**src/rtl/core/lds_pkg.sv**
```systemverilog
// Package for the largest divisible subset block: value width and default capacity.
// No dependencies.
package lds_pkg;
    localparam int VALUE_W       = 31;
    localparam int MAX_ITEMS_DEF = 32;
endpackage

```
**src/rtl/core/lds_if.sv**
```systemverilog
// Valid/ready channel interfaces for the largest divisible subset block.
// Depends on lds_pkg.
interface lds_in_if;
    import lds_pkg::*;
    logic               valid;
    logic               ready;
    logic [VALUE_W-1:0] value;
    logic               last_item;
    modport source (output valid, value, last_item, input ready);
    modport sink   (input valid, value, last_item, output ready);
endinterface

interface lds_out_if;
    import lds_pkg::*;
    logic               valid;
    logic               ready;
    logic [VALUE_W-1:0] chain_value;
    logic               last_result;
    logic               overflowed;
    modport source (output valid, chain_value, last_result, overflowed, input ready);
    modport sink   (input valid, chain_value, last_result, overflowed, output ready);
endinterface

```
**src/rtl/core/lds_ram.sv**
```systemverilog
// Generic single-port-write, one-read RAM with registered read data.
// No dependencies.
module lds_ram #(
    parameter int WIDTH = 8,
    parameter int DEPTH = 32
) (
    input  logic                     i_clk,
    input  logic                     i_we,
    input  logic [$clog2(DEPTH)-1:0] i_waddr,
    input  logic [WIDTH-1:0]         i_wdata,
    input  logic [$clog2(DEPTH)-1:0] i_raddr,
    output logic [WIDTH-1:0]         o_rdata
);
    logic [WIDTH-1:0] r_mem [DEPTH];
    logic [WIDTH-1:0] r_rdata;

    always_ff @(posedge i_clk) begin
        if (i_we) begin
            r_mem[i_waddr] <= i_wdata;
        end
        r_rdata <= r_mem[i_raddr];
    end
    assign o_rdata = r_rdata;
endmodule

```
**src/rtl/core/lds_rem.sv**
```systemverilog
// Bit-serial remainder unit: b % a, one quotient bit per cycle.
// Depends on lds_pkg.
module lds_rem
    import lds_pkg::*;
(
    input  logic               i_clk,
    input  logic               i_rst_n,
    input  logic               i_start,
    input  logic [VALUE_W-1:0] i_divisor,
    input  logic [VALUE_W-1:0] i_dividend,
    output logic               o_done,
    output logic               o_divides
);
    localparam int CW = $clog2(VALUE_W + 1);
    logic               r_busy, n_busy;
    logic [CW-1:0]      r_cnt, n_cnt;
    logic [VALUE_W-1:0] r_num, n_num, r_den;
    logic [VALUE_W:0]   r_rem, n_rem;
    logic [VALUE_W:0]   w_sh;
    logic               r_done, r_zero_div;

    always_comb begin
        n_busy = r_busy;
        n_cnt  = r_cnt;
        n_num  = r_num;
        n_rem  = r_rem;
        w_sh   = {r_rem[VALUE_W-1:0], r_num[VALUE_W-1]};
        if (i_start) begin
            n_busy = 1'b1;
            n_cnt  = CW'(VALUE_W);
            n_num  = i_dividend;
            n_rem  = '0;
        end else if (r_busy) begin
            n_num = {r_num[VALUE_W-2:0], 1'b0};
            n_rem = (w_sh >= {1'b0, r_den}) ? w_sh - {1'b0, r_den} : w_sh;
            n_cnt = r_cnt - 1'b1;
            if (r_cnt == CW'(1)) begin
                n_busy = 1'b0;
            end
        end
    end

    always_ff @(posedge i_clk) begin
        if (!i_rst_n) begin
            r_busy <= 1'b0;
            r_done <= 1'b0;
        end else begin
            r_busy <= n_busy;
            r_done <= r_busy && (r_cnt == CW'(1));
        end
        r_cnt <= n_cnt;
        r_num <= n_num;
        r_rem <= n_rem;
        if (i_start) begin
            r_den      <= i_divisor;
            r_zero_div <= (i_divisor == '0);
        end
    end

    // zero divides only zero; remainder by zero leaves the dividend
    assign o_done    = r_done;
    assign o_divides = (r_rem == '0);

    always_ff @(posedge i_clk) begin
        if (i_rst_n && r_done) begin
            assert (!r_busy) else $error("remainder unit busy at done");
        end
    end
    property p_start_idle;
        @(posedge i_clk) disable iff (!i_rst_n) i_start |-> !r_busy;
    endproperty
    a_start_idle: assert property (p_start_idle) else $error("start while busy");
    a_done_pulse: assert property (@(posedge i_clk) disable iff (!i_rst_n)
        r_done |=> !r_done) else $error("done held");
    a_zero: assert property (@(posedge i_clk) disable iff (!i_rst_n)
        (r_done && r_zero_div) |-> (o_divides == (r_num == '0 && r_rem == '0)))
        else $error("zero divisor rule");
endmodule

```
**src/rtl/core/largest_divisible_subset.sv**
```systemverilog
// Top level of the largest divisible subset block: load, sort, chain search, emit.
// Depends on lds_pkg, lds_if, lds_ram, lds_rem.
//
//  channel   dir  handshake     word
//  s_in      in   valid/ready   value[30:0], last_item
//  m_out     out  valid/ready   chain_value[30:0], last_result, overflowed
//
// Unmarked words load while ready is high. After the marked word the block is busy:
// insertion sort with up to n*(n-1)/2 RAM moves, then n*(n-1)/2 divisibility
// tests in the shared bit-serial remainder unit, then a best scan over the entries,
// then the chain words out.
// Reset is synchronous, active low; RAM contents need none.
// Output stalls hold the chain walk; input reopens once the last chain word is registered.
module largest_divisible_subset
    import lds_pkg::*;
#(
    parameter int MAX_ITEMS = MAX_ITEMS_DEF
) (
    input  logic   i_clk,
    input  logic   i_rst_n,
    lds_in_if.sink    s_in,
    lds_out_if.source m_out
);
    localparam int AW = $clog2(MAX_ITEMS);
    localparam int CW = $clog2(MAX_ITEMS + 1);

    localparam logic [3:0] S_LOAD = 4'd0, S_SR = 4'd1, S_SR2 = 4'd2, S_SCMP = 4'd3,
        S_DPI = 4'd4, S_DPRD = 4'd5, S_DPJ = 4'd6, S_DPW = 4'd7, S_DPT = 4'd8,
        S_BEST = 4'd9, S_BESTC = 4'd10, S_ER = 4'd11, S_EO = 4'd12;

    logic [3:0]         r_st, n_st;
    logic [CW-1:0]      r_cnt, n_cnt;
    logic               r_ovf, n_ovf;
    logic [CW-1:0]      r_i, n_i, r_j, n_j;
    logic [VALUE_W-1:0] r_key, n_key, r_vi, n_vi;
    logic [CW-1:0]      r_len, n_len, r_best, n_best, r_emitted, n_emitted;
    logic [AW-1:0]      r_nxt, n_nxt, r_start, n_start;

    logic               v_we, l_we;
    logic [AW-1:0]      v_wa, v_ra, l_wa, l_ra;
    logic [VALUE_W-1:0] v_wd, v_rd;
    logic [2*CW-1:0]    l_wd, l_rd;
    logic               d_start, d_done, d_div;
    logic [VALUE_W-1:0] r_oval;
    logic               r_olast, r_oovf, r_ovalid;

    lds_ram #(.WIDTH(VALUE_W), .DEPTH(MAX_ITEMS)) u_val (
        .i_clk, .i_we(v_we), .i_waddr(v_wa), .i_wdata(v_wd),
        .i_raddr(v_ra), .o_rdata(v_rd));
    // {chain length, successor} per sorted entry
    lds_ram #(.WIDTH(2*CW), .DEPTH(MAX_ITEMS)) u_len (
        .i_clk, .i_we(l_we), .i_waddr(l_wa), .i_wdata(l_wd),
        .i_raddr(l_ra), .o_rdata(l_rd));
    lds_rem u_rem (.i_clk, .i_rst_n, .i_start(d_start), .i_divisor(r_vi),
        .i_dividend(v_rd), .o_done(d_done), .o_divides(d_div));

    assign s_in.ready        = (r_st == S_LOAD);
    assign m_out.valid       = r_ovalid;
    assign m_out.chain_value = r_oval;
    assign m_out.last_result = r_olast;
    assign m_out.overflowed  = r_oovf;

    always_comb begin
        n_st = r_st; n_cnt = r_cnt; n_ovf = r_ovf; n_i = r_i; n_j = r_j;
        n_key = r_key; n_vi = r_vi; n_len = r_len; n_nxt = r_nxt;
        n_best = r_best; n_start = r_start; n_emitted = r_emitted;
        v_we = 1'b0; v_wa = r_cnt[AW-1:0]; v_wd = s_in.value; v_ra = r_j[AW-1:0];
        l_we = 1'b0; l_wa = r_i[AW-1:0]; l_wd = {r_len, CW'(r_nxt)};
        l_ra = r_j[AW-1:0]; d_start = 1'b0;
        case (r_st)
            S_LOAD: begin
                if (s_in.valid) begin
                    if (r_cnt < CW'(MAX_ITEMS)) begin
                        v_we = 1'b1; n_cnt = r_cnt + 1'b1;
                    end else begin
                        n_ovf = 1'b1;
                    end
                    if (s_in.last_item) begin
                        n_i = CW'(1); n_st = S_SR;
                    end
                end
            end
            // insertion sort: r_i outer, r_j hole position
            S_SR: begin
                if (r_i >= r_cnt) begin
                    n_i = r_cnt; n_st = S_DPI;
                end else begin
                    v_ra = r_i[AW-1:0]; n_j = r_i; n_st = S_SR2;
                end
            end
            S_SR2: begin
                n_key = v_rd; v_ra = AW'(r_j - 1'b1); n_st = S_SCMP;
            end
            S_SCMP: begin
                // v_rd holds entry j-1; meaningless once j reaches zero
                if (r_j != '0 && v_rd > r_key) begin
                    v_we = 1'b1; v_wa = r_j[AW-1:0]; v_wd = v_rd;
                    n_j = r_j - 1'b1;
                    v_ra = AW'(r_j - CW'(2));
                end else begin
                    v_we = 1'b1; v_wa = r_j[AW-1:0]; v_wd = r_key;
                    n_i = r_i + 1'b1; n_st = S_SR;
                end
            end
            // DP from the top index down
            S_DPI: begin
                if (r_i == '0) begin
                    n_best = '0; n_start = '0; n_st = S_BEST;
                end else begin
                    n_i = r_i - 1'b1; v_ra = AW'(r_i - 1'b1);
                    n_len = CW'(1); n_nxt = AW'(r_i - 1'b1);
                    n_j = r_i; n_st = S_DPRD;
                end
            end
            S_DPRD: begin
                n_vi = v_rd; n_st = S_DPJ;
            end
            S_DPJ: begin
                if (r_j >= r_cnt) begin
                    l_we = 1'b1; n_st = S_DPI;
                end else begin
                    n_st = S_DPW;
                end
            end
            S_DPW: begin
                d_start = 1'b1; n_st = S_DPT;
            end
            S_DPT: begin
                if (d_done) begin
                    if (d_div && (l_rd[2*CW-1:CW] + CW'(1) > r_len)) begin
                        n_len = l_rd[2*CW-1:CW] + CW'(1); n_nxt = r_j[AW-1:0];
                    end
                    n_j = r_j + 1'b1; n_st = S_DPJ;
                end
            end
            S_BEST: begin
                l_ra = r_i[AW-1:0]; n_st = S_BESTC;
            end
            S_BESTC: begin
                if (l_rd[2*CW-1:CW] > r_best) begin
                    n_best = l_rd[2*CW-1:CW]; n_start = r_i[AW-1:0];
                end
                if (r_i + 1'b1 >= r_cnt) begin
                    n_j = CW'(n_start); n_emitted = '0; n_st = S_ER;
                end else begin
                    n_i = r_i + 1'b1; n_st = S_BEST;
                end
            end
            S_ER: begin
                v_ra = r_j[AW-1:0]; l_ra = r_j[AW-1:0]; n_st = S_EO;
            end
            S_EO: begin
                if (!r_ovalid || m_out.ready) begin
                    n_emitted = r_emitted + 1'b1;
                    n_j = CW'(l_rd[AW-1:0]);
                    n_st = (r_emitted + 1'b1 == r_best) ? S_LOAD : S_ER;
                    if (r_emitted + 1'b1 == r_best) begin
                        n_cnt = '0; n_ovf = 1'b0;
                    end
                end
            end
            default: n_st = S_LOAD;
        endcase
    end

    always_ff @(posedge i_clk) begin
        if (!i_rst_n) begin
            r_st <= S_LOAD; r_cnt <= '0; r_ovf <= 1'b0; r_ovalid <= 1'b0;
        end else begin
            r_st <= n_st; r_cnt <= n_cnt; r_ovf <= n_ovf;
            if (r_st == S_EO && (!r_ovalid || m_out.ready)) begin
                r_ovalid <= 1'b1;
            end else if (m_out.ready) begin
                r_ovalid <= 1'b0;
            end
        end
        if (r_st == S_EO && (!r_ovalid || m_out.ready)) begin
            r_oval  <= v_rd;
            r_olast <= (r_emitted + 1'b1 == r_best);
            r_oovf  <= r_ovf;
        end
        r_i <= n_i; r_j <= n_j; r_key <= n_key; r_vi <= n_vi; r_len <= n_len;
        r_nxt <= n_nxt; r_best <= n_best; r_start <= n_start;
        r_emitted <= n_emitted;
    end

    a_ready: assert property (@(posedge i_clk) disable iff (!i_rst_n)
        s_in.ready |-> (r_emitted == r_best || r_st == S_LOAD)) else $error("ready");
    a_cnt: assert property (@(posedge i_clk) disable iff (!i_rst_n)
        r_cnt <= CW'(MAX_ITEMS)) else $error("count above capacity");
    a_emit: assert property (@(posedge i_clk) disable iff (!i_rst_n)
        (r_st == S_EO) |-> (r_emitted < r_best)) else $error("emit past chain");
endmodule
```
**src/flat_wrapper.sv**
```systemverilog
// flat-port wrapper written by rule: the top's interface ports become plain ports
module largest_divisible_subset_flat import lds_pkg::*;
#(
    parameter int MAX_ITEMS = MAX_ITEMS_DEF
)
  (i_clk, i_rst_n, s_in_valid, s_in_value, s_in_last_item, s_in_ready, m_out_valid, m_out_chain_value, m_out_last_result, m_out_overflowed, m_out_ready);
  lds_in_if s_in_i ();
  lds_out_if m_out_i ();
  input  logic i_clk;
  input  logic i_rst_n;
  input wire logic [$bits(s_in_i.valid)-1:0] s_in_valid;
  input wire logic [$bits(s_in_i.value)-1:0] s_in_value;
  input wire logic [$bits(s_in_i.last_item)-1:0] s_in_last_item;
  output wire logic [$bits(s_in_i.ready)-1:0] s_in_ready;
  output wire logic [$bits(m_out_i.valid)-1:0] m_out_valid;
  output wire logic [$bits(m_out_i.chain_value)-1:0] m_out_chain_value;
  output wire logic [$bits(m_out_i.last_result)-1:0] m_out_last_result;
  output wire logic [$bits(m_out_i.overflowed)-1:0] m_out_overflowed;
  input wire logic [$bits(m_out_i.ready)-1:0] m_out_ready;
  assign s_in_i.valid = s_in_valid;
  assign s_in_i.value = s_in_value;
  assign s_in_i.last_item = s_in_last_item;
  assign s_in_ready = s_in_i.ready;
  assign m_out_valid = m_out_i.valid;
  assign m_out_chain_value = m_out_i.chain_value;
  assign m_out_last_result = m_out_i.last_result;
  assign m_out_overflowed = m_out_i.overflowed;
  assign m_out_i.ready = m_out_ready;
  largest_divisible_subset #(.MAX_ITEMS(MAX_ITEMS)) u_core (.i_clk(i_clk), .i_rst_n(i_rst_n), .s_in(s_in_i), .m_out(m_out_i));
endmodule
```
**config.mk**
```make
export PLATFORM = sky130hd
export DESIGN_NAME = largest_divisible_subset_flat
export DESIGN_NICKNAME = d
export VERILOG_FILES = /design/src/rtl/core/lds_pkg.sv /design/src/rtl/core/lds_if.sv /design/src/rtl/core/lds_ram.sv /design/src/rtl/core/lds_rem.sv /design/src/rtl/core/largest_divisible_subset.sv /design/src/flat_wrapper.sv
export SDC_FILE = /design/constraint.sdc
export NUM_CORES = 2
export LEC_CHECK = 0
export BUFFER_PORTS_ARGS = -buffer_cell sky130_fd_sc_hd__clkbuf_2
export CAP_MARGIN = 20
export CORE_MARGIN = 5
export CORE_UTILIZATION = 39
export DETAILED_ROUTE_END_ITERATION = 10
export HOLD_SLACK_MARGIN = 0.1
export PLACE_DENSITY_LB_ADDON = 0.3
export SYNTH_ARGS = -nofsm -noshare
export SYNTH_HDL_FRONTEND = slang
export SYNTH_SLANG_ARGS = --single-unit
export TNS_END_PERCENT = 20
```
**constraint.sdc**
```tcl
create_clock -name i_clk -period 5.1 [get_ports i_clk]
set_input_delay 1.02 -clock i_clk [delete_from_list [all_inputs] [get_ports i_clk]]
set_output_delay 1.02 -clock i_clk [all_outputs]
set_load 0.05 [all_outputs]
```
==> qor.txt <==
Initial antenna violation count - 1
Pwr/cell area - 423 nW/um^2
First-pass GRT wire length - 255 mm
DP HPWL - 105 mm
Max Slew Vio Count - 0
WL per Instance - 25.0 um
Crit path max-delay cell type - o31a_1
Full die area - 183000 um^2
Largest net degree at the start of global routing - 92
Min Clock Period, post-route - 4910 ps
Crit. Startpoint - u_core.u_val.o_rdata[30]
Min-delay src - u_core.r_vi[8]
Final ANT Viol Nets - 0
IO Port Bufs - 70
DP Worst Slack - 50.1 ps
Post-Route WL - 177 mm
Area share of the largest cell type after synthesis - 68.2%
Fraction of layout instances using a drive strength above 1 - 15.4%
Fin Setup TNS - 0 ps
Worst setup margin - 194 ps
Total congestion overflow - 0
Top post-synthesis cells by area - edfxtp_1, mux2i_1, nand2_1
Clk_lat worst skew - 790 ps
Fin crit share - 96.2%
Cts bufs inserted - 164
Synthesized cell area - 67900 um^2
Layout area overhead - 15.2%
Cell Chain, Critical Path - ha_1 -> nand4_1 -> nor4_1 -> nand4_1 -> o31a_1 -> a211o_1 -> o211ai_1 -> buf_4 -> buf_12 -> buf_12 -> buf_12 -> mux2i_1 -> mux2i_1 -> a32oi_1 -> nand4_1
Drt first-iter violations - 3631
Clk buf depth - 3
Final Util - 45.1%
Critical Path Sink Type - flip-flop
EDFF count, synth - 1541
Clock Sinks - 1634
CP startpoint kind - flip-flop
Avg Cell Area, Syn - 15.5 um^2
Slew @ Worst Pin - 1140 ps
Die height - 427 um
Ys Warns - 0
Fin cells - 7088
Hold Crit Class - flip-flop to flip-flop
Core region area - 173000 um^2
Max_slew headroom - 24.1%
Leakage power - 0.0280 uW
WP data required - 5610 ps
Clock root buffer - clkbuf_16
Yosys top cell by area - edfxtp_1
Filler cells - 15162
Post-synth top cells - edfxtp_1, mux2i_1, nand2_1
Unique masters post-synth - 77
Io pins - 71
Syn nets - 4514
Count leader, synth - edfxtp_1
Outcome - finished, final reports clean
Crit Path Class - flip-flop to flip-flop
Placed Cells - 6772
Peak supply drop - 0.285 mV
H-tree depth - 4
Gr usage total - 19.0%
Nets@finish - 4775
Vias in the first global route - 37076
Max Cap Viol - 0
Fmax - 0.204 GHz
First-pass detailed-route iteration total - 7
Chip width - 427 um
Final hold slack - 414 ps
Via density - 5.44
Synthesized flop and latch total - 1634
Num rows - 153
Initial Util - 39.1%
Final Hold Viols - 0
Worst EP arrival - 5420 ps
Worst path max stage delay - 510 ps
FFs w/ async S/R, synth - 0%
Most used DFF post-synth - edfxtp_1
DRC - 0
Clock-pin slew on the worst setup and hold paths - 60 ps
Max FO, Critical Path - 53
Sequential share of the synthesized area - 70.9%
Synthesized instance count - 4369
TritonCTS clock tree - built
Fin Clk Skew - 30.1 ps
Via count - 38564
FF-to-FF Start - u_core.u_val.o_rdata[30]
Routability congestion estimate - 0.873
Final setup fails - 0
[cell families (layout without fill, tap and decap cells)]
family / count (synthesis) / count (layout) / synth area share, %
DFF: 1634 / 1634 / 70.9
other: 0 / 1 / 0
muxes: 750 / 750 / 12.7
and+or+nand+nor: 996 / 996 / 6.32
buffers and inverters: 322 / 715 / 2.32
xor gates and xnor gates: 59 / 59 / 0.761
AOI/OAI and AO/OA: 499 / 499 / 5.00
adders and majority gates: 109 / 109 / 2.02
[registers in the layout (all words and copies together), names as in the netlist, 4 cells and up]
| name | cells |
|---|---|
| u_core.u_val.r_mem | 992 |
| u_core.u_len.r_mem | 352 |
| u_core.u_rem.r_rem | 32 |
| u_core.m_out.chain_value | 31 |
| u_core.r_key | 31 |
| u_core.r_vi | 31 |
| u_core.u_rem.r_den | 31 |
| u_core.u_rem.r_num | 31 |
| u_core.u_val.o_rdata | 31 |
| u_core.u_len.o_rdata | 11 |
| u_core.r_best | 6 |
| u_core.r_cnt | 6 |
| u_core.r_emitted | 6 |
| u_core.r_i | 6 |
| u_core.r_j | 6 |
| u_core.r_len | 6 |
| u_core.r_nxt | 5 |
| u_core.r_start | 5 |
| u_core.u_rem.r_cnt | 5 |
| u_core.r_st | 4 |
[layout make-up]
type                            count  area (um^2)  share of cell area (%)
Clock inverter                     79          838                    1.07
Multi-Input combinational cell   2413        18700                    23.9
Clock buffer                      219         4410                    5.64
Sequential cell                  1634        48100                    61.5
Inverter                           99          372                   0.475
Tap cell                         2325         2910                    3.72
Antenna cell                        1         2.50                 0.00320
Timing Repair Buffer              318         2850                    3.65
[power breakdown]
part	total, uW	switching [uW]	leakage (uW)	internal (uW)
logic	5770	3600	0.0109	2160
clock network	11900	5040	0.00254	6850
registers	15400	359	0.0146	15100
[critical path, delay by kind of cell (launching register included)]
family	cells	cell delay [ps]
AND/OR/NAND/NOR	4	1340
AO/OA/AOI/OAI	4	1170
buffers and inverters	4	890
flip-flops	1	430
adder cells (fa/ha/maj)	1	370
multiplexers	2	360
[metal layers]
layer	up-vias	share of wire [%]	GRT usage (%)
met5	-	0.0073	0
met4	2	2.9	5.77
met3	269	7.6	3.86
met2	1358	46	29.5
met1	19594	44	27.1
li1	17341	-	-
[stage by stage]
step / instance area, um^2 / total power (uW)
2_1_floorplan: 67900 / 19100
3_3_place_gp: 72600 / 21300
3_5_place_dp: 72700 / 21400
4_1_cts: 77900 / 33200
5_1_grt: 78200 / 34200
6_report: 78200 / 33100
[final timing paths]
path                                                 end  slack [ps]  depth (start not counted)
worst max-delay path            u_core.u_val.o_rdata[15]         190                         15
worst min-delay path               u_core.u_rem.r_den[8]         410                          0
worst min register to register     u_core.u_rem.r_den[8]         410                          0
worst max register to register  u_core.u_val.o_rdata[15]         190                         15
[timing repair]
| item | 4_1_cts | 5_1_grt |
|---|---|---|
| buffers inserted | 0 | 2 |
| endpoints found under the setup margin | 0 | 1 |
| gates resized for setup | 0 | 1 |
| hold buffers | 0 | 0 |
[placed cells by master (no fill, tap or decap), types with 88 or more instances in the layout]
| cell | Yosys | final |
|---|---|---|
| mux4_2 | 88 | 88 |
| nor2_1 | 177 | 140 |
| buf_4 | 20 | 196 |
| a32oi_1 | 124 | 124 |
| mux2i_1 | 662 | 658 |
| edfxtp_1 | 1541 | 1541 |
| nand2_1 | 564 | 562 |
| dfxtp_1 | 93 | 91 |
| clkbuf_16 | 0 | 167 |
| ha_1 | 108 | 108 |
| nand3_1 | 90 | 89 |
| inv_1 | 98 | 98 |
| a21oi_1 | 114 | 111 |
Note: power is estimated with default switching activity, not from simulation.
